[src/hdl/bmp_palette_image_decoder_unit_defines.svh]
// Assertion macros for the palette BMP decoder.
// Used by the modules that carry concurrent checks; expects clk and rst in scope.
`ifndef BMP_PALETTE_IMAGE_DECODER_UNIT_DEFINES_SVH
`define BMP_PALETTE_IMAGE_DECODER_UNIT_DEFINES_SVH

// Consequent must hold in the same cycle as the antecedent.
`define BPID_ASSERT_NOW(label, ante, cons, msg) \
  label: assert property (@(posedge clk) disable iff (rst) (ante) |-> (cons)) \
    else $error(msg);

// Consequent must hold in the cycle after the antecedent.
`define BPID_ASSERT_NEXT(label, ante, cons, msg) \
  label: assert property (@(posedge clk) disable iff (rst) (ante) |=> (cons)) \
    else $error(msg);

`endif

[src/hdl/bpid_pkg.sv]
// Shared types and constants for the palette BMP decoder.
// No dependencies; used by bpid_parse, bpid_expand and the top level.
package bpid_pkg;

  localparam int DEF_MAX_WIDTH   = 4096;
  localparam int DEF_MAX_HEIGHT  = 4096;
  localparam int DEF_PALETTE_MAX = 256;

  // Result kinds
  localparam logic [1:0] KIND_HEADER  = 2'd0;
  localparam logic [1:0] KIND_PALETTE = 2'd1;
  localparam logic [1:0] KIND_PIXEL   = 2'd2;
  localparam logic [1:0] KIND_ERROR   = 2'd3;

  // Error codes, in order of precedence
  localparam logic [7:0] ERR_SIGNATURE = 8'd1;
  localparam logic [7:0] ERR_FORMAT    = 8'd2;
  localparam logic [7:0] ERR_DEPTH     = 8'd3;
  localparam logic [7:0] ERR_SIZE      = 8'd4;
  localparam logic [7:0] ERR_OFFSET    = 8'd5;
  localparam logic [7:0] ERR_SHORT     = 8'd6;

  // Supported bit depths
  localparam logic [3:0] DEPTH_1 = 4'd1;
  localparam logic [3:0] DEPTH_4 = 4'd4;
  localparam logic [3:0] DEPTH_8 = 4'd8;

  typedef struct packed {
    logic [7:0] data_byte;
    logic       end_of_file;
  } in_item_t;

  typedef struct packed {
    logic [1:0]  kind;
    logic [12:0] column;
    logic [12:0] row;
    logic [7:0]  value;
    logic [7:0]  red;
    logic [7:0]  green;
    logic [7:0]  blue;
    logic        top_down;
    logic [8:0]  entry_count;
    logic        last_of_run;
  } result_t;

  // One byte's worth of results: a single result, or a run of pixels that
  // starts at column and takes count indices out of value.
  typedef struct packed {
    logic [1:0]  kind;
    logic [12:0] column;
    logic [12:0] row;
    logic [7:0]  value;
    logic [7:0]  red;
    logic [7:0]  green;
    logic [7:0]  blue;
    logic        top_down;
    logic [8:0]  entry_count;
    logic [3:0]  count;
    logic [3:0]  depth;
  } desc_t;

endpackage

[src/hdl/bmp_palette_image_decoder_unit.sv]
// Palette BMP decoder top level: byte parser feeding a result run stage (bpid_pkg).
// A result passes through the parser's descriptor register and the run stage's hold register.
// Throughput: one byte per cycle while each byte gives at most one result and out_stall is low; a pixel
//   byte gives up to 8, 2 or 1 results at 1, 4 or 8 bits, one per cycle from the run stage.
// Reset: synchronous rst clears parser state to header wait and empties both stages.
module bmp_palette_image_decoder_unit #(
  parameter int MAX_WIDTH   = bpid_pkg::DEF_MAX_WIDTH,
  parameter int MAX_HEIGHT  = bpid_pkg::DEF_MAX_HEIGHT,
  parameter int PALETTE_MAX = bpid_pkg::DEF_PALETTE_MAX
) (
  input  logic               clk,
  input  logic               rst,
  input  logic               in_valid,
  output logic               in_stall,
  input  bpid_pkg::in_item_t in_data,
  output logic               out_valid,
  input  logic               out_stall,
  output bpid_pkg::result_t  out_data
);

  logic            desc_valid;
  logic            desc_take;
  bpid_pkg::desc_t desc;

  bpid_parse #(
    .MAX_WIDTH  (MAX_WIDTH),
    .MAX_HEIGHT (MAX_HEIGHT),
    .PALETTE_MAX(PALETTE_MAX)
  ) u_parse (
    .clk       (clk),
    .rst       (rst),
    .in_valid  (in_valid),
    .in_stall  (in_stall),
    .in_data   (in_data),
    .desc_valid(desc_valid),
    .desc_take (desc_take),
    .desc      (desc)
  );

  bpid_expand u_expand (
    .clk       (clk),
    .rst       (rst),
    .desc_valid(desc_valid),
    .desc_take (desc_take),
    .desc      (desc),
    .out_valid (out_valid),
    .out_stall (out_stall),
    .out_data  (out_data)
  );

endmodule

[src/hdl/bpid_parse.sv]
// Byte parser: header fields, palette entries, offset skip and row walk.
// Depends on bpid_pkg and the assertion macro header; emits at most one descriptor per byte.
`include "bmp_palette_image_decoder_unit_defines.svh"

module bpid_parse #(
  parameter int MAX_WIDTH   = bpid_pkg::DEF_MAX_WIDTH,
  parameter int MAX_HEIGHT  = bpid_pkg::DEF_MAX_HEIGHT,
  parameter int PALETTE_MAX = bpid_pkg::DEF_PALETTE_MAX
) (
  input  logic               clk,
  input  logic               rst,
  input  logic               in_valid,
  output logic               in_stall,
  input  bpid_pkg::in_item_t in_data,
  output logic               desc_valid,
  input  logic               desc_take,
  output bpid_pkg::desc_t    desc
);

  localparam int WW        = $clog2(MAX_WIDTH + 1);
  localparam int HW        = $clog2(MAX_HEIGHT + 1);
  localparam int EW        = $clog2(PALETTE_MAX + 1);
  localparam int MAX_PITCH = ((MAX_WIDTH * 8 + 31) / 32) * 4;
  localparam int PW        = $clog2(MAX_PITCH + 1);
  localparam int XW        = $clog2(MAX_WIDTH + 32);
  localparam int BW        = WW + 8;

  localparam logic [5:0]  POS_SIG      = 6'd1;
  localparam logic [5:0]  POS_OFFSET   = 6'd13;
  localparam logic [5:0]  POS_HDR_SIZE = 6'd17;
  localparam logic [5:0]  POS_WIDTH    = 6'd21;
  localparam logic [5:0]  POS_HEIGHT   = 6'd25;
  localparam logic [5:0]  POS_DEPTH    = 6'd29;
  localparam logic [5:0]  POS_COMPRESS = 6'd33;
  localparam logic [5:0]  POS_COLOURS  = 6'd49;
  localparam logic [5:0]  POS_LAST     = 6'd53;
  localparam logic [31:0] HDR_LEN      = 32'd54;
  localparam logic [31:0] MIN_INFO     = 32'd40;
  localparam logic [15:0] SIG_BM       = 16'h4D42;

  typedef enum logic [2:0] {
    PH_HEADER,
    PH_PALETTE,
    PH_SKIP,
    PH_PIXELS,
    PH_IGNORE
  } phase_t;

  phase_t          phase, phase_next;
  logic [31:0]     byte_position, byte_position_next;
  logic [31:0]     data_offset, data_offset_next;
  logic [31:0]     shreg, shreg_next;
  logic            unsup, unsup_next;
  logic            w_big, w_big_next;
  logic            h_big, h_big_next;
  logic            h_neg, h_neg_next;
  logic [WW-1:0]   raw_w, raw_w_next;
  logic [HW-1:0]   raw_h, raw_h_next;
  logic            raw_d_ok, raw_d_ok_next;
  logic [3:0]      raw_d, raw_d_next;
  logic [8:0]      raw_cnt, raw_cnt_next;
  logic [WW-1:0]   image_width, image_width_next;
  logic [HW-1:0]   image_height, image_height_next;
  logic [3:0]      depth_bits, depth_bits_next;
  logic            flip_flag, flip_flag_next;
  logic [EW-1:0]   palette_count, palette_count_next;
  logic [23:0]     color_bytes, color_bytes_next;
  logic [EW-1:0]   entry_counter, entry_counter_next;
  logic [HW-1:0]   row_counter, row_counter_next;
  logic [PW-1:0]   byte_in_row, byte_in_row_next;
  logic [PW-1:0]   row_pitch, row_pitch_next;
  logic [XW-1:0]   x_base, x_base_next;

  logic            accept;
  logic            eof;
  logic [7:0]      din;
  logic [31:0]     shreg_n;
  logic [31:0]     pos_inc;
  logic [31:0]     hmag;
  logic [8:0]      cnt_col;
  logic [31:0]     off_min;
  logic [7:0]      hdr_code;
  logic [BW-1:0]   row_bits;
  logic [BW-1:0]   row_bits_rnd;
  logic [PW-1:0]   pitch_calc;
  logic [1:0]      pal_k;
  logic [EW-1:0]   ec_inc;
  logic            enter_now;
  logic [3:0]      per;
  logic [XW-1:0]   width_x;
  logic [XW-1:0]   rem;
  logic [3:0]      pix_count;
  logic [HW-1:0]   dst_row;
  logic [PW:0]     bir_inc;
  logic [HW:0]     row_inc;
  bpid_pkg::desc_t nd;
  logic            nd_valid;

  assign in_stall = desc_valid && !desc_take;
  assign accept   = in_valid && !in_stall;
  assign eof      = in_data.end_of_file;
  assign din      = in_data.data_byte;

  // Header arithmetic
  assign shreg_n = {din, shreg[31:8]};
  assign pos_inc = byte_position + 32'd1;
  assign hmag    = shreg_n[31] ? (32'd0 - shreg_n) : shreg_n;
  assign cnt_col = (shreg_n == 32'd0) ? (9'd1 << raw_d)
                 : ((shreg_n > 32'd256) ? 9'd256 : shreg_n[8:0]);
  assign off_min = HDR_LEN + {21'd0, raw_cnt, 2'b00};

  always_comb begin
    if (unsup) begin
      hdr_code = bpid_pkg::ERR_FORMAT;
    end else if (!raw_d_ok) begin
      hdr_code = bpid_pkg::ERR_DEPTH;
    end else if (w_big || h_big || (raw_cnt > 9'(PALETTE_MAX))) begin
      hdr_code = bpid_pkg::ERR_SIZE;
    end else if (data_offset < off_min) begin
      hdr_code = bpid_pkg::ERR_OFFSET;
    end else begin
      hdr_code = 8'd0;
    end
  end

  // Row pitch: bits per row rounded up to whole 32-bit words, in bytes
  always_comb begin
    case (raw_d)
      bpid_pkg::DEPTH_8: row_bits = BW'(raw_w) << 3;
      bpid_pkg::DEPTH_4: row_bits = BW'(raw_w) << 2;
      default:           row_bits = BW'(raw_w);
    endcase
  end
  assign row_bits_rnd = row_bits + BW'(31);
  assign pitch_calc   = PW'({row_bits_rnd >> 5, 2'b00});

  // Palette and row walk
  assign pal_k     = byte_position[1:0] + 2'd2;
  assign ec_inc    = entry_counter + EW'(1);
  assign enter_now = pos_inc >= data_offset;

  always_comb begin
    case (depth_bits)
      bpid_pkg::DEPTH_8: per = 4'd1;
      bpid_pkg::DEPTH_4: per = 4'd2;
      default:           per = 4'd8;
    endcase
  end
  assign width_x   = XW'(image_width);
  assign rem       = width_x - x_base;
  assign pix_count = (x_base >= width_x) ? 4'd0
                   : ((rem >= XW'(per)) ? per : rem[3:0]);
  assign dst_row   = flip_flag ? row_counter : (image_height - HW'(1) - row_counter);
  assign bir_inc   = {1'b0, byte_in_row} + (PW+1)'(1);
  assign row_inc   = {1'b0, row_counter} + (HW+1)'(1);

  always_comb begin
    phase_next         = phase;
    byte_position_next = byte_position;
    data_offset_next   = data_offset;
    shreg_next         = shreg;
    unsup_next         = unsup;
    w_big_next         = w_big;
    h_big_next         = h_big;
    h_neg_next         = h_neg;
    raw_w_next         = raw_w;
    raw_h_next         = raw_h;
    raw_d_ok_next      = raw_d_ok;
    raw_d_next         = raw_d;
    raw_cnt_next       = raw_cnt;
    image_width_next   = image_width;
    image_height_next  = image_height;
    depth_bits_next    = depth_bits;
    flip_flag_next     = flip_flag;
    palette_count_next = palette_count;
    color_bytes_next   = color_bytes;
    entry_counter_next = entry_counter;
    row_counter_next   = row_counter;
    byte_in_row_next   = byte_in_row;
    row_pitch_next     = row_pitch;
    x_base_next        = x_base;
    nd                 = '0;
    nd.count           = 4'd1;
    nd_valid           = 1'b0;

    case (phase)
      PH_HEADER: begin
        shreg_next         = shreg_n;
        byte_position_next = pos_inc;
        case (byte_position[5:0])
          POS_SIG: begin
            if (shreg_n[31:16] != SIG_BM) begin
              phase_next = PH_IGNORE;
              nd.kind    = bpid_pkg::KIND_ERROR;
              nd.value   = bpid_pkg::ERR_SIGNATURE;
              nd_valid   = 1'b1;
            end
          end
          POS_OFFSET: data_offset_next = shreg_n;
          POS_HDR_SIZE: begin
            if (shreg_n < MIN_INFO) unsup_next = 1'b1;
          end
          POS_WIDTH: begin
            w_big_next = shreg_n > 32'(MAX_WIDTH);
            raw_w_next = shreg_n[WW-1:0];
          end
          POS_HEIGHT: begin
            h_neg_next = shreg_n[31];
            h_big_next = hmag > 32'(MAX_HEIGHT);
            raw_h_next = hmag[HW-1:0];
          end
          POS_DEPTH: begin
            raw_d_ok_next = (shreg_n[31:16] == 16'(bpid_pkg::DEPTH_1)) ||
                            (shreg_n[31:16] == 16'(bpid_pkg::DEPTH_4)) ||
                            (shreg_n[31:16] == 16'(bpid_pkg::DEPTH_8));
            raw_d_next    = shreg_n[19:16];
          end
          POS_COMPRESS: begin
            if (shreg_n != 32'd0) unsup_next = 1'b1;
          end
          POS_COLOURS: raw_cnt_next = cnt_col;
          POS_LAST: begin
            nd_valid = 1'b1;
            if (hdr_code != 8'd0) begin
              phase_next = PH_IGNORE;
              nd.kind    = bpid_pkg::KIND_ERROR;
              nd.value   = hdr_code;
            end else begin
              image_width_next   = raw_w;
              image_height_next  = raw_h;
              depth_bits_next    = raw_d;
              flip_flag_next     = h_neg;
              palette_count_next = EW'(raw_cnt);
              row_pitch_next     = pitch_calc;
              entry_counter_next = '0;
              color_bytes_next   = 24'd0;
              phase_next         = PH_PALETTE;
              nd.kind            = bpid_pkg::KIND_HEADER;
              nd.column          = 13'(raw_w);
              nd.row             = 13'(raw_h);
              nd.value           = {4'd0, raw_d};
              nd.top_down        = h_neg;
              nd.entry_count     = raw_cnt;
            end
          end
          default: ;
        endcase
        // Truncated header: report only if nothing else ended it
        if (eof && (phase_next == PH_HEADER)) begin
          nd.kind  = bpid_pkg::KIND_ERROR;
          nd.value = bpid_pkg::ERR_SHORT;
          nd_valid = 1'b1;
        end
      end

      PH_PALETTE: begin
        byte_position_next = pos_inc;
        case (pal_k)
          2'd0: color_bytes_next[7:0]   = din;
          2'd1: color_bytes_next[15:8]  = din;
          2'd2: color_bytes_next[23:16] = din;
          default: begin
            nd.kind            = bpid_pkg::KIND_PALETTE;
            nd.column          = 13'(entry_counter);
            nd.red             = color_bytes[23:16];
            nd.green           = color_bytes[15:8];
            nd.blue            = color_bytes[7:0];
            nd_valid           = 1'b1;
            color_bytes_next   = 24'd0;
            entry_counter_next = ec_inc;
            if (ec_inc >= palette_count) begin
              phase_next = PH_SKIP;
              if (enter_now) begin
                row_counter_next = '0;
                byte_in_row_next = '0;
                x_base_next      = '0;
                phase_next       = ((image_width == '0) || (image_height == '0))
                                 ? PH_IGNORE : PH_PIXELS;
              end
            end
          end
        endcase
      end

      PH_SKIP: begin
        byte_position_next = pos_inc;
        if (enter_now) begin
          row_counter_next = '0;
          byte_in_row_next = '0;
          x_base_next      = '0;
          phase_next       = ((image_width == '0) || (image_height == '0))
                           ? PH_IGNORE : PH_PIXELS;
        end
      end

      PH_PIXELS: begin
        if (pix_count != 4'd0) begin
          nd.kind   = bpid_pkg::KIND_PIXEL;
          nd.column = 13'(x_base);
          nd.row    = 13'(dst_row);
          nd.value  = din;
          nd.count  = pix_count;
          nd.depth  = depth_bits;
          nd_valid  = 1'b1;
        end
        // Advance within the row, or wrap to the next one at the padded pitch
        if (bir_inc >= {1'b0, row_pitch}) begin
          byte_in_row_next = '0;
          x_base_next      = '0;
          row_counter_next = row_inc[HW-1:0];
          if (row_inc >= {1'b0, image_height}) phase_next = PH_IGNORE;
        end else begin
          byte_in_row_next = bir_inc[PW-1:0];
          x_base_next      = x_base + XW'(per);
        end
      end

      default: ;
    endcase

    // Final byte of the file: rewind everything to header wait
    if (eof) begin
      phase_next         = PH_HEADER;
      byte_position_next = 32'd0;
      data_offset_next   = 32'd0;
      shreg_next         = 32'd0;
      unsup_next         = 1'b0;
      w_big_next         = 1'b0;
      h_big_next         = 1'b0;
      h_neg_next         = 1'b0;
      raw_w_next         = '0;
      raw_h_next         = '0;
      raw_d_ok_next      = 1'b0;
      raw_d_next         = 4'd0;
      raw_cnt_next       = 9'd0;
      image_width_next   = '0;
      image_height_next  = '0;
      depth_bits_next    = 4'd0;
      flip_flag_next     = 1'b0;
      palette_count_next = '0;
      color_bytes_next   = 24'd0;
      entry_counter_next = '0;
      row_counter_next   = '0;
      byte_in_row_next   = '0;
      row_pitch_next     = '0;
      x_base_next        = '0;
    end
  end

  always_ff @(posedge clk) begin
    if (rst) begin
      phase         <= PH_HEADER;
      byte_position <= 32'd0;
      data_offset   <= 32'd0;
      shreg         <= 32'd0;
      unsup         <= 1'b0;
      w_big         <= 1'b0;
      h_big         <= 1'b0;
      h_neg         <= 1'b0;
      raw_w         <= '0;
      raw_h         <= '0;
      raw_d_ok      <= 1'b0;
      raw_d         <= 4'd0;
      raw_cnt       <= 9'd0;
      image_width   <= '0;
      image_height  <= '0;
      depth_bits    <= 4'd0;
      flip_flag     <= 1'b0;
      palette_count <= '0;
      color_bytes   <= 24'd0;
      entry_counter <= '0;
      row_counter   <= '0;
      byte_in_row   <= '0;
      row_pitch     <= '0;
      x_base        <= '0;
      desc_valid    <= 1'b0;
    end else begin
      if (accept) begin
        phase         <= phase_next;
        byte_position <= byte_position_next;
        data_offset   <= data_offset_next;
        shreg         <= shreg_next;
        unsup         <= unsup_next;
        w_big         <= w_big_next;
        h_big         <= h_big_next;
        h_neg         <= h_neg_next;
        raw_w         <= raw_w_next;
        raw_h         <= raw_h_next;
        raw_d_ok      <= raw_d_ok_next;
        raw_d         <= raw_d_next;
        raw_cnt       <= raw_cnt_next;
        image_width   <= image_width_next;
        image_height  <= image_height_next;
        depth_bits    <= depth_bits_next;
        flip_flag     <= flip_flag_next;
        palette_count <= palette_count_next;
        color_bytes   <= color_bytes_next;
        entry_counter <= entry_counter_next;
        row_counter   <= row_counter_next;
        byte_in_row   <= byte_in_row_next;
        row_pitch     <= row_pitch_next;
        x_base        <= x_base_next;
        desc_valid    <= nd_valid;
      end else if (desc_take) begin
        desc_valid <= 1'b0;
      end
    end
  end

  // Descriptor payload: load with each transaction
  always_ff @(posedge clk) begin
    if (accept) begin
      desc <= nd;
    end
  end

  `BPID_ASSERT_NOW(a_pixel_depth, phase == PH_PIXELS, (depth_bits == bpid_pkg::DEPTH_1) || (depth_bits == bpid_pkg::DEPTH_4) || (depth_bits == bpid_pkg::DEPTH_8), "pixel phase with unsupported depth")
  `BPID_ASSERT_NEXT(a_eof_rewind, accept && eof, (phase == PH_HEADER) && (byte_position == 32'd0), "end of file did not rewind the parser")

endmodule

[src/hdl/bpid_expand.sv]
// Result stage: holds one descriptor and issues its results one per cycle while out_stall is low.
// Depends on bpid_pkg and the assertion macro header.
`include "bmp_palette_image_decoder_unit_defines.svh"

module bpid_expand (
  input  logic              clk,
  input  logic              rst,
  input  logic              desc_valid,
  output logic              desc_take,
  input  bpid_pkg::desc_t   desc,
  output logic              out_valid,
  input  logic              out_stall,
  output bpid_pkg::result_t out_data
);

  bpid_pkg::desc_t act;
  logic            act_valid;
  logic [2:0]      idx;
  logic [3:0]      idx_ext;
  logic            last;
  logic            out_take;
  logic [7:0]      pix_value;

  assign idx_ext   = {1'b0, idx};
  assign last      = (idx_ext + 4'd1) == act.count;
  assign out_valid = act_valid;
  assign out_take  = act_valid && !out_stall;
  assign desc_take = desc_valid && (!act_valid || (out_take && last));

  always_comb begin
    case (act.depth)
      bpid_pkg::DEPTH_8: pix_value = act.value;
      bpid_pkg::DEPTH_4: pix_value = (idx == 3'd0) ? {4'd0, act.value[7:4]}
                                                   : {4'd0, act.value[3:0]};
      default:           pix_value = {7'd0, act.value[3'd7 - idx]};
    endcase
  end

  always_comb begin
    out_data.kind        = act.kind;
    out_data.column      = act.column;
    out_data.row         = act.row;
    out_data.value       = act.value;
    out_data.red         = act.red;
    out_data.green       = act.green;
    out_data.blue        = act.blue;
    out_data.top_down    = act.top_down;
    out_data.entry_count = act.entry_count;
    out_data.last_of_run = last;
    if (act.kind == bpid_pkg::KIND_PIXEL) begin
      out_data.column = act.column + 13'(idx);
      out_data.value  = pix_value;
    end
  end

  always_ff @(posedge clk) begin
    if (rst) begin
      act_valid <= 1'b0;
      idx       <= 3'd0;
    end else if (desc_take) begin
      act_valid <= 1'b1;
      idx       <= 3'd0;
    end else if (out_take) begin
      if (last) begin
        act_valid <= 1'b0;
      end else begin
        idx <= idx + 3'd1;
      end
    end
  end

  // Hold the payload until the next descriptor is taken
  always_ff @(posedge clk) begin
    if (desc_take) begin
      act <= desc;
    end
  end

  `BPID_ASSERT_NOW(a_run_index, act_valid, (act.count != 4'd0) && (idx_ext < act.count), "run index outside its descriptor")
  `BPID_ASSERT_NEXT(a_load_start, desc_take, act_valid && (idx == 3'd0), "descriptor load did not start a run")
  `BPID_ASSERT_NEXT(a_run_continues, out_take && !last, act_valid, "run dropped before its last result")

endmodule
[config.mk]
export PLATFORM = sky130hd
export DESIGN_NAME = bmp_palette_image_decoder_unit
export DESIGN_NICKNAME = d
export VERILOG_FILES = /design/src/hdl/bpid_pkg.sv /design/src/hdl/bmp_palette_image_decoder_unit.sv /design/src/hdl/bpid_parse.sv /design/src/hdl/bpid_expand.sv
export VERILOG_INCLUDE_DIRS = /design/src /design/src/hdl
export SDC_FILE = /design/constraint.sdc
export NUM_CORES = 1
export LEC_CHECK = 0
export ABC_AREA = 1
export BUFFER_PORTS_ARGS = -buffer_cell sky130_fd_sc_hd__buf_4
export CORE_UTILIZATION = 57
export CTS_CLUSTER_DIAMETER = 150
export DETAILED_ROUTE_END_ITERATION = 16
export MAX_ROUTING_LAYER = met4
export PLACE_DENSITY_LB_ADDON = 0.05
export SLEW_MARGIN = 20
export SYNTH_ARGS = -nofsm -noshare
export SYNTH_HDL_FRONTEND = slang
export SYNTH_SLANG_ARGS = --single-unit
export TNS_END_PERCENT = 10
[constraint.sdc]
create_clock -name clk -period 4.98 [get_ports clk]
set_input_delay 0.996 -clock clk [delete_from_list [all_inputs] [get_ports clk]]
set_output_delay 0.996 -clock clk [all_outputs]
set_load 0.05 [all_outputs]
## Word-level counts from Yosys, hierarchy flattened

Index checks and enable logic that the tools add are counted.

- Add/subtract/negate cells: 16
- Magnitude comparators: 13
- Equality and inequality tests: 39
- Shift operators: 1
- Multiplexer cells: 146
- Bitwise operators: 4
- Reductions and logical operators: 68

Operators by type and width:

| operator | number |
|---|---|
| $mux 13 | 35 |
| $mux 32 | 8 |
| $mux 9 | 13 |
| $pmux 13 s3 | 3 |
| $pmux 8 s2 | 5 |
| $mux 24 | 3 |
| $gt 32x13->1 const B | 2 |
| $mux 26 | 2 |
| $mux 8 | 6 |
| $pmux 24 s2 | 1 |
| $pmux 15 s3 | 1 |
| $pmux 21 s2 | 1 |
| $mux 4 | 10 |
| $mux 3 | 12 |
| $mux 36 | 1 |
| $add 32x1->32 const B | 1 |
| $ge 32x32->1 | 1 |
| $gt 32x9->1 const B | 1 |
| $logic_not 32->1 | 1 |
| $lt 32x32->1 | 1 |
| $lt 32x6->1 const B | 1 |
| $pmux 16 s2 | 1 |
| $reduce_bool 32->1 | 1 |
| $sub 1x32->32 const A | 1 |
| 68 further kinds | 175 |

- Flip-flop bits (word level): 429
- Output and inout port bits: 73

## Logic depth before layout (Yosys ltp)

Gate-level depths: netlist of run 1.

- Depth after elaboration: 15
- Mapped depth: 29
- Gate-level depth less buffers: 28

## Cells and area by module

Synthesis of run 1 repeated with hierarchy kept, for this count alone.

- Cell total of the unflattened synthesis: 3117
- Area, all modules: 23656.4 um^2

Modules (own cells, without submodules):

| module | times used | cells an instance | area each (um^2) |
|---|---|---|---|
| bpid_parse | 1 | 2821 | 20038.0 |
| bpid_expand | 1 | 296 | 3618.5 |

## Worst setup path after synthesis of run 1

OpenSTA, ideal clock, no wires.

- Path type: register -> register
- Start point: register u_expand.idx[0]
- End point: register u_expand.act[0] (netlist name) (enable)
- Library setup time: 0.514 ns
- Data arrival time: 4.740 ns
- Data required time: 4.466 ns
- Path slack: -0.275 ns
- Cell stages (with the launch flop): 9
- Path buffers: 0
- Period minus slack after synthesis: 5.255 ns
- Cells stage by stage: dfxtp_1 -> clkinv_1 -> ha_1 -> xor2_1 -> nor2_1 -> nand3_2 -> nand2_2 -> nand2_2 -> nor2_1

- Longest elaborated chain between the ends: 5

Ends and longest elaborated chain:

| what | line | source |
|---|---|---|
| start: declaration | bpid_expand.sv:18 | `logic [2:0] idx;` |
| start signal: assignment | bpid_expand.sv:67 | `idx <= idx + 3'd1;` |
| $add 3x1->4 | bpid_expand.sv:25 | `assign last = (idx_ext + 4'd1) == act.count;` |
| $eq 4x4->1 | bpid_expand.sv:25 |  |
| $logic_and 1x1->1 | bpid_expand.sv:28 | `assign desc_take = desc_valid && (!act_valid \|\| (out_take && last));` |
| $logic_or 1x1->1 | bpid_expand.sv:28 |  |
| $logic_and 1x1->1 | bpid_expand.sv:28 |  |
| via desc_take | bmp_palette_image_decoder_unit.sv:22 | `logic desc_take;` |
| end signal: assignment | bpid_expand.sv:75 | `act <= desc;` |
| end: declaration | bpid_expand.sv:16 | `bpid_pkg::desc_t act;` |

The timed path passes the listed nets, and every way through them passes these cells.
A chain may end at the register's enable or synchronous reset.

## Final worst setup path of run 1

- Start point: register u_parse.byte_position[1]
- End point: register u_parse.row_counter[5]

- Longest elaborated chain between the ends: 7
- Elaborated cells on any way between the ends: 14
- Those cells by class: 2 x add/sub; 1 x order compare; 3 x eq/ne; 5 x mux; 3 x reduce/logical

Ends and longest elaborated chain:

| what | line | source |
|---|---|---|
| start: declaration | bpid_parse.sv:50 | `logic [31:0] byte_position, byte_position_next;` |
| start signal: assignment | bpid_parse.sv:380 | `byte_position <= byte_position_next;` |
| $add 32x1->32 | bpid_parse.sv:106 | `assign pos_inc = byte_position + 32'd1;` |
| $ge 32x32->1 | bpid_parse.sv:140 | `assign enter_now = pos_inc >= data_offset;` |
| $mux 13 (3 in series) | - |  |
| $pmux 13 s3 | - |  |
| $mux 13 | - |  |
| end signal: assignment | bpid_parse.sv:399 | `row_counter <= row_counter_next;` |
| end: declaration | bpid_parse.sv:69 | `logic [HW-1:0] row_counter, row_counter_next;` |

Several ways; a longest one is shown, not always the timed one. The select of a mux whose other input is x is not followed.

==> results.md, run 1 <==
* Power dissipated by switching net loads at 2.13 mW
* Proportion of synthesized chip area in sequential cells at 0.423
* Largest net degree at the start of global routing at 94
* Clock insertion delay at the later pin of the skew report at 590 ps
* Netlist area before placement at 0.0235 mm^2
* Die Width at approximately 200 um
* Inserted Diodes at 0
* Worst Path Max Fanout at 19
* Placement Rows at between 70 and 80
* EDFF count, synth at around 160
* Gr busiest metal: met2
* Antenna-violating nets left at 0
* Height of the chip at around 210 um
* Cell Int Power at 6.04 mW
* GR Layer Usage met2 at 0.485
* Count of buffering cells on the critical path with inverters included at 4
* Gate power share at 0.108
* Placeable core region at 0.0407 mm^2
* Global-route wire length before repair at approximately 100000 um
* Final Critical Period at about 4600 ps
* Highest-count cells in the layout ignoring fill and taps: 635 x nand2_1, 385 x inv_1, 292 x a21oi_1
* Total clock buffers created by CTS at 44
* Register share of total power at 0.458
* Setup repair bufs after CTS at 0
* Layout cells sized above 1 at 0.0903
* Effective utilization at floorplan at 0.577
* Crit path max-delay cell type: dfxtp_1
* Critical path required time at between 5000 and 6000 ps
* Highest achievable clock rate at between 200 and 250 MHz
* Synth Net Count at 3174
* Pwr Total at approximately 8.2 mW
* Drt first-iter violations at 1637
* Outcome: finished clean
* Detailed-routing iteration count for the pre-antenna-repair pass at 6
* Fraction of met3 tracks used by global routing at 0.0420
* Final Hold Fails at 0
* Main flop type after synthesis: dfxtp_1
* Static power due to leakage at approximately 10 nW
* Vias at a little over 20000
* Half-perimeter wire length after placement at roughly 47000 um
* Routability congestion estimate at slightly below 1
* Final setup violation count at 0
* Hold Crit Class: register to register
* Die Outline Area at approximately 0.042 mm^2
* Crit path DAT at 5030 ps
* Number of fill cells in the layout at around 3700
* Via density per instance at around 5.6
* Most frequent cell on the critical path: nand2_1
* Category of the critical setup timing path: register to register
* Final Skew at 23.3 ps
* MaxCap Viol Count at 0
* Instance count of the mapped netlist at between 3000 and 4000
* Number of design rule violations left after detail routing at 0
* Average instance area after synthesis at a little under 8 um^2
* TritonCTS clock tree: done
* Setup TNS after final layout at 0 ps
* Standard cell area after detailed placement at around 0.024 mm^2
* Most frequent standard cell in the layout excluding fill and tap cells: nand2_1
* Synth async-reset ratio at 0
* Register clock-pin slew on the reported worst setup and hold paths at 60 ps
* Buffers from clock root to sink, at most at 3
* Tightest slew margin relative to the limit at 0.299
* Aggregate routed wire length at roughly 63000 um
* Max Slew Vio Count at 0
* Synth warnings at 0
* Delay contributed by the slowest stage of the critical path at 420 ps
* Period utilization at 0.922
* Total I/O pin count at 86
* Met1 layer usage reported by global route at 0.414
* Antenna violations before repair at 2
* Post-synth cell types at 63
* Launching element type of the critical path: register
* Clk Tree Root Cell: clkbuf_16
* Synth-to-Final Area Change at 9.36%
* Port Buffer Count at between 80 and 90
* Setup crit end kind: register
* H-tree depth reported by CTS at 2
* Peak ir drop on the vdd network at about 0.25 mV
* Aggregate global routing overflow at 0
* Pin slew with the least headroom to its limit at about 1000 ps
* Global routing usage summed across all routing layers at 0.307
* Mean routed wirelength per cell at about 18 um
* Vias in the first global route at ~19000
* Number of nets at the end of the flow at approximately 3200
* Cts hold-fix bufs at 0
* Proportion of total power due to net switching at 0.260
* Finished Cell Area at about 0.026 mm^2
* FF+latch count, synth at between 400 and 500
* CTS sink cnt at between 400 and 500
* Power per cell area at about 320 mW/mm^2
* Cell family with the largest share of critical-path delay: simple AND/OR/NAND/NOR gates
* Fraction of power consumed by the clock network at 0.433
path summary, 6_finish.rpt:
check             slack (ps)                     start  cells after the start                      to
setup reg to reg         390  u_parse.byte_position[1]                     27  u_parse.row_counter[5]
hold reg to reg          410          u_parse.desc[67]                      0        u_expand.act[67]
hold / removal           410          u_parse.desc[67]                      0        u_expand.act[67]
setup / recovery         390  u_parse.byte_position[1]                     27  u_parse.row_counter[5]
area by class of cell:
class | count | area (um^2) | area share
tap | 532 | 666 | 0.0259
sequential | 419 | 9950 | 0.387
clock inverter | 27 | 343 | 0.0133
clock buffer | 55 | 1210 | 0.0472
timing repair buffer | 111 | 857 | 0.0333
multi-input combinational | 2061 | 11200 | 0.434
inverter | 405 | 1530 | 0.0593
sequential cells by signal, indices dropped and copies added, names as in the netlist, 11 cells and up:
signal                 count
u_expand.act              29
u_expand.out_data         49
u_parse.byte_in_row       13
u_parse.byte_position     32
u_parse.color_bytes       24
u_parse.data_offset       32
u_parse.desc              78
u_parse.image_height      13
u_parse.image_width       13
u_parse.raw_h             13
u_parse.raw_w             13
u_parse.row_counter       13
u_parse.row_pitch         11
u_parse.shreg             24
u_parse.x_base            13
worst reg2reg max path, cell delays in order (launching register included):
cell      delay [ps]
dfxtp_1          420
ha_1             270
inv_2            130
nor2_4           150
nand2_1          100
nor2_2           140
nand3_2          140
nor4_4           230
nand3_2          140
nor2_2           150
nand2_1          110
nor2_2           130
nand2_1           80
xor2_1           170
clkinv_2          90
ha_1             270
nand2_1          120
o21ai_0          100
nand2_1           70
nand3_1           60
a31oi_1          240
nand3_2          260
nand3b_1         260
nand3_1          140
buf_4            260
inv_2             90
nand3_1           80
a21oi_1           60
repair_timing:
item,in CTS,in global routing
hold endpoints to repair,0,0
endpoints found under the setup margin,0,39
gates resized for setup,0,4
Yosys cell counts, drive strengths merged, types with 15 or more instances:
cell    instances  area (um^2)
nand2         660         2560
inv           397         1500
a21oi         304         1570
nor2          302         1220
dfxtp         263         5270
o21ai         165          841
edfxtp        156         4680
nand3         152          801
ha            122         1530
buf           100          683
xor2           88          771
nor3           61          315
clkbuf         50          219
nand4          36          225
nor4           28          190
xnor2          22          193
o22ai          21          131
a211oi         15          113
power groups by stage:
stage | Combinational [mW] | Clock, mW | Sequential (mW)
6_report | 0.884 | 3.54 | 3.74
3_5_place_dp | 0.868 | 0 | 3.82
5_1_grt | 0.973 | 3.72 | 3.75
3_3_place_gp | 0.853 | 0 | 3.81
2_1_floorplan | 0.664 | 0 | 3.80
4_1_cts | 0.872 | 3.58 | 3.74
layer usage:
layer,up-vias,share of wire
met2,639,0.46
met1,9454,0.46
met4,0,0.023
met5,-,0
li1,9980,-
met3,106,0.063
logic make-up after synthesis:
family | Yosys count | synth area share
xor+xnor | 110 | 0.0410
simple gates | 1261 | 0.232
fa+ha+maj | 126 | 0.0683
compound gates | 564 | 0.132
flops | 419 | 0.423
buf+inv | 555 | 0.103
metrics by stage:
| step | hold WS (ps) | std cells | utilization | setup slack [ps] |
|---|---|---|---|---|
| after CTS | 413 | 3609 | 0.630 | 179 |
| after global routing | 418 | 3610 | 0.631 | -5.59 |
| after detailed placement | 405 | 3527 | 0.592 | 258 |
| final | 414 | 3610 | 0.631 | 387 |
| after floorplan | 400 | 3035 | - | 1040 |
| after global placement | 400 | 3527 | 0.592 | 439 |
(Power assumes the default switching activity.)
==> inputs of run 2 (changes only) <==
Settings changed: ABC_AREA 1 to not set.
==> results.md, run 2 <==
* Proportion of synthesized chip area in sequential cells at 0.435
* Fraction of the core area covered by cells at the end of the flow at 0.639
* Global-route wire length before repair at between 90000 and 100000 um
* Total clock buffers created by CTS at 44
* Mean routed wirelength per cell at around 20 um
* Worst Path Max Fanout at 10
* Finished Layout Cells at between 3000 and 4000
* Cell type contributing the most total cell area after synthesis: dfxtp_1
* Setup crit end kind: register
* Synth-to-Final Area Change at 9.27%
* Proportion of netlist area held by the largest area contributor at 0.230
* Inserted Diodes at 0
* Via density per instance at between 6 and 7
* Footprint of the flip-flops and latches at 0.00995 mm^2
* RSZ-0062 raised after global routing: no
* Synth warnings at 0
* Flip-flop count of the largest register after layout at between 70 and 80
* Detailed-routing iteration count for the pre-antenna-repair pass at 5
* Largest net degree at the start of global routing at ~110
* Synth async-reset ratio at 0
* Routability congestion estimate at 0.946
* Aggregate global routing overflow at 0
* Final Critical Period at 4560 ps
* Main flop type after synthesis: dfxtp_1
* Reg2reg setup slack at 420 ps
* Cells taking the most area after synthesis: dfxtp_1 23%, edfxtp_1 20%, ha_1 6.7%, nor2_1 4.6%, a22oi_1 4.3%
* Most frequent standard cell in the layout excluding fill and tap cells: nor2_1
* Netlist area before placement at 0.0229 mm^2
* Half-perimeter wire length after placement at roughly 44000 um
* Global routing usage summed across all routing layers at 0.306
* Setup TNS after final layout at 0 ps
* Outcome: finished clean
* Total I/O pin count at 86
* Hold Path Cell Cnt at 0
* Synth Net Count at between 2000 and 3000
* Tightest slew margin relative to the limit at 0.251
* Buffers from clock root to sink, at most at 3
* Worst flop-to-flop path startpoint: u_parse.byte_position[5]
* DP Cell Count at about 3000
* Worst-path cell chain: nand4_1 > nor3_1 > buf_4 > and4_1 > and3_1 > and2_1 > nand3_1 > xnor2_1 > ha_1 > nand4_1 > nor2_1 > o21ai_0 > o211a_2 > o221ai_4 > nand2_4 > or4_1 > a21oi_1
* Clk Tree Root Cell: clkbuf_16
* Antenna violations before repair at 0
* Instance count of the mapped netlist at approximately 2500
* Placement Rows at between 70 and 80
* Vias in the first global route at between 15000 and 20000
* Endpoint of the worst hold path: u_expand.out_data[49]
* Height of the chip at 202 um
* Number of design rule violations left after detail routing at 0
* Clock insertion delay at the later pin of the skew report at 590 ps
* Worst Setup SP: u_parse.byte_position[5]
* Port Buffer Count at 85
* Placeable core region at 0.0391 mm^2
* Final setup violation count at 0
* Reg with most FFs: u_parse.desc
* Critical R2R Capture: u_parse.x_base[6]
* Peak ir drop on the vdd network at about 0.25 mV
* Vias at 18700
* Combined area of the multi-input logic cells at about 0.011 mm^2
* Die Width at slightly above 200 um
* Worst hold slack at between 400 and 500 ps
* Highest achievable clock rate at 219 MHz
* Critical path required time at ~5500 ps
* Number of cells traversed by the worst register-to-register path at 17
* Library cell with the highest instance count after synthesis: nor2_1
* Launching element type of the critical path: register
* Average instance area after synthesis at 9.00 um^2
* Aggregate routed wire length at between 60000 and 70000 um
* MaxCap Viol Count at 0
* Cell family with the largest share of critical-path delay: simple AND/OR/NAND/NOR gates
* EDFF count, synth at 156
* Hold Crit Class: register to register
* Crit path max-delay cell type: or4_1
* Die Outline Area at about 0.041 mm^2
* Effective utilization at floorplan at 0.584
* Hold Crit Start: u_parse.desc[56]
* Category of the critical setup timing path: register to register
* CTS sink cnt at 419
* Number of fill cells in the layout at ~3300
* TritonCTS clock tree: done
* FF+latch count, synth at approximately 420
* Highest-count cells in the layout ignoring fill and taps: 278 x nor2_1, 262 x dfxtp_1, 189 x nand2_1
* Smallest setup slack after layout at roughly 420 ps
* Pin slew with the least headroom to its limit at ~1100 ps
* Drt first-iter violations at 1972
* Worst slack, placed at around 390 ps
* Crit path DAT at slightly above 5000 ps
* Number of nets at the end of the flow at approximately 2600
* Count of buffering cells on the critical path with inverters included at 1
* Power per cell area at 299 mW/mm^2
* Register clock-pin slew on the reported worst setup and hold paths at approximately 60 ps
* Most frequent cell on the critical path: nand4_1
* Layout cells sized above 1 at 0.0953
* Antenna-violating nets left at 0
* Final Hold Fails at 0
* Delay contributed by the slowest stage of the critical path at roughly 540 ps
* Top post-synthesis cells by count: 280 x nor2_1, 263 x dfxtp_1, 189 x nand2_1, 179 x a21oi_1, 156 x edfxtp_1
* Static power due to leakage at between 9 and 10 nW
* Cts hold-fix bufs at 0
* Max Slew Vio Count at 0
* H-tree depth reported by CTS at 2
* Final Skew at about 15 ps
* Post-synth cell types at 92
* Period utilization at 0.916
==> run 2: layout make-up <==
class	count	share of cell area
clock buffers	60	0.0511
clock inverters	22	0.00717
inverters	134	0.0202
multi-input cells	1787	0.459
flip-flops and latches	419	0.399
well taps	518	0.0260
repair buffers	117	0.0378
==> run 2: cells by family after synthesis <==
logic type,Yosys count,share of synthesized area
AOI/OAI and AO/OA,598,0.170
xor gates and xnor gates,139,0.0533
adders and majority gates,126,0.0703
buffers and inverters,334,0.0647
DFF,419,0.435
muxes,19,0.00958
and+or+nand+nor,905,0.197
==> run 2: worst max path at each step <==
stage,endpoint,slack [ps],cells past startpoint
CTS,u_parse.x_base[6],340,17
finish,u_parse.x_base[6],420,17
floorplan,u_parse.byte_position[19],450,10
global placement,u_parse.x_base[12],460,17
global route,u_parse.x_base[6],50,17
detailed placement,u_parse.x_base[6],390,17
==> run 2: worst reg2reg max path, cell delays in order (launching register included) <==
cell and delay (ps):
dfxtp_1 460, nand4_1 180, nor3_1 270, buf_4 170, and4_1 300, and3_1 250, and2_1 250, nand3_1 120
xnor2_1 160, ha_1 300, nand4_1 120, nor2_1 160, o21ai_0 100, o211a_2 350, o221ai_4 420, nand2_4 170
or4_1 540, a21oi_1 160
==> run 2: through the flow <==
| step | area, um^2 | power (mW) |
|---|---|---|
| 6_report | 25000 | 7.47 |
| 5_1_grt | 25000 | 7.70 |
| 3_3_place_gp | 23500 | 4.24 |
| 2_1_floorplan | 22900 | 4.10 |
| 4_1_cts | 25000 | 7.51 |
| 3_5_place_dp | 23500 | 4.25 |
==> run 2: what timing repair did <==
item                                    in CTS  in global routing
resized for setup                            0                  1
endpoints found under the hold margin        0                  0
buffers inserted                             0                  1
endpoints found under the setup margin       0                  6
==> run 2: power by group <==
group	switching (mW)	internal [mW]	leakage, nW
clock network	1.38	1.91	0.722
registers	0.0453	3.62	3.65
logic	0.386	0.138	5.04
total	1.81	5.66	9.41
==> run 2: metal layers <==
metal | GRT usage | up-vias | wire (um)
met4 | 0.0937 | 0 | 1490
met5 | - | - | 0
met1 | 0.432 | 8961 | 28200
met2 | 0.454 | 745 | 26900
li1 | - | 8942 | -
met3 | 0.0434 | 90 | 4820
==> inputs of run 3 (changes only) <==
Clock period 4.98 ns to 4.15 ns, I/O delays scaled along.
==> results.md, run 3 (synthesis results as in run 2) <==
* Height of the chip at ~200 um
* Register share of total power at 0.491
* Hold Crit Class: register to register
* RSZ-0062 raised after global routing: yes
* Buffers from clock root to sink, at most at 3
* Clk Tree Root Cell: clkbuf_16
* Cts hold-fix bufs at 0
* Global-route wire length before repair at 102000 um
* Pin slew with the least headroom to its limit at ~1000 ps
* Routability congestion estimate at 0.948
* CTS sink cnt at about 420
* Mean routed wirelength per cell at approximately 21 um
* Synth-to-Final Area Change at 11.4%
* Outcome: finished clean
* Total clock buffers created by CTS at 44
* Register clock-pin slew on the reported worst setup and hold paths at ~60 ps
* Worst slack, placed at approximately 80 ps
* Layout cells sized above 1 at 0.120
* Period utilization at 0.951
* Total I/O pin count at 86
* Most frequent standard cell in the layout excluding fill and tap cells: nor2_1
* Vias at just under 20000
* Placeable core region at just under 0.04 mm^2
* Global routing usage summed across all routing layers at 0.326
* Largest net degree at the start of global routing at slightly below 100
* Port Buffer Count at 85
* Setup crit end kind: register
* Antenna violations before repair at 0
* Inserted Diodes at 0
* Aggregate routed wire length at around 65000 um
* Via density per instance at 6.20
* Launching element type of the critical path: register
* Drt first-iter violations at ~1900
* Number of fill cells in the layout at roughly 3300
* Half-perimeter wire length after placement at between 40000 and 50000 um
* Worst hold slack at 413 ps
* Number of nets at the end of the flow at 2704
* MaxCap Viol Count at 0
* Max Slew Vio Count at 0
* Effective utilization at floorplan at 0.584
* Power per cell area at around 350 mW/mm^2
* Final Hold Fails at 0
* Highest-count cells in the layout ignoring fill and taps: 276 x nor2_1, 258 x dfxtp_1, 189 x nand2_1
* Number of design rule violations left after detail routing at 0
* Cell Int Power at 6.79 mW
* Reg with most FFs: u_parse.desc
* Highest achievable clock rate at ~250 MHz
* Proportion of total power due to net switching at 0.241
* Final Critical Period at between 3000 and 4000 ps
* Antenna-violating nets left at 0
* Power dissipated by switching net loads at between 2 and 2.5 mW
* Static power due to leakage at around 9.7 nW
* Final setup violation count at 0
* H-tree depth reported by CTS at 2
* TritonCTS clock tree: done
* Clock insertion delay at the later pin of the skew report at roughly 570 ps
* Vias in the first global route at around 18000
* Fraction of power consumed by the clock network at 0.435
* Tightest slew margin relative to the limit at 0.303
* Flip-flop count of the largest register after layout at between 70 and 80
* Critical path required time at roughly 4600 ps
* Gate power share at 0.074
* Die Width at between 200 and 250 um
* Category of the critical setup timing path: register to register
* Detailed-routing iteration count for the pre-antenna-repair pass at 6
* Final Skew at between 10 and 15 ps
* Die Outline Area at 0.0409 mm^2
* Aggregate global routing overflow at 0
* Placement Rows at 72
* Pwr Total at roughly 9.0 mW
* Crit path DAT at between 4000 and 5000 ps
* Peak ir drop on the vdd network at 0.342 mV
* Worst Path Max Fanout at 9
* Smallest setup slack after layout at 201 ps
## run 3: power groups by stage
stage	clock network (mW)	logic [mW]	registers (mW)
after global placement	0	0.638	4.48
after CTS	3.95	0.649	4.39
after floorplan	0	0.465	4.46
after global routing	4.12	0.706	4.40
final	3.90	0.663	4.39
after detailed placement	0	0.646	4.48
## run 3: repair_timing
item | 4_1_cts | 5_1_grt
endpoints found under the setup margin | 0 | 65
endpoints found under the hold margin | 0 | 0
resized for setup | 0 | 23
setup buffers | 0 | 5
## run 3: cell type report
type / instances / area [um^2] / area share
Timing Repair Buffer: 179 / 1420 / 0.0557
Tap cell: 518 / 648 / 0.0255
Clock buffer: 61 / 1240 / 0.0486
Clock inverter: 20 / 180 / 0.00708
Inverter: 134 / 507 / 0.0199
Sequential cell: 419 / 9960 / 0.391
Multi-Input combinational cell: 1787 / 11500 / 0.452
## run 3: final timing paths
check	start	to	slack, ps	depth (start not counted)
min	u_parse.desc[46]	u_expand.act[46]	410	0
max reg2reg	u_parse.byte_position[2]	u_parse.x_base[6]	200	15
max	u_parse.byte_position[2]	u_parse.x_base[6]	200	15
min reg2reg	u_parse.desc[46]	u_expand.act[46]	410	0
## run 3: critical path: stages, from the launching register on
cell      delay [ps]
dfxtp_2          370
nand2_1          140
nor3_4           340
nand4_1          210
buf_4            200
xnor2_1          130
ha_1             300
and4_1           260
o31ai_1          100
o41a_1           360
o211a_2          320
o221ai_4         190
buf_12           180
nand2_4           60
or4_1            530
a21oi_1          180
## run 3: layer usage
layer | GRT usage | part of all wire | vias up
met2 | 0.499 | 0.45 | 813
met3 | 0.0421 | 0.084 | 127
li1 | - | - | 9068
met1 | 0.449 | 0.44 | 9330
met4 | 0.105 | 0.027 | 0
met5 | - | 0 | -
## run 3: through the flow
step	util	TNS [ps]	cells	area (um^2)
floorplan	-	0	2540	22900
global placement	0.612	0	3032	23900
detailed placement	0.612	0	3032	23900
CTS	0.648	0	3113	25300
global route	0.651	-62.2	3118	25500
finish	0.651	0	3118	25500
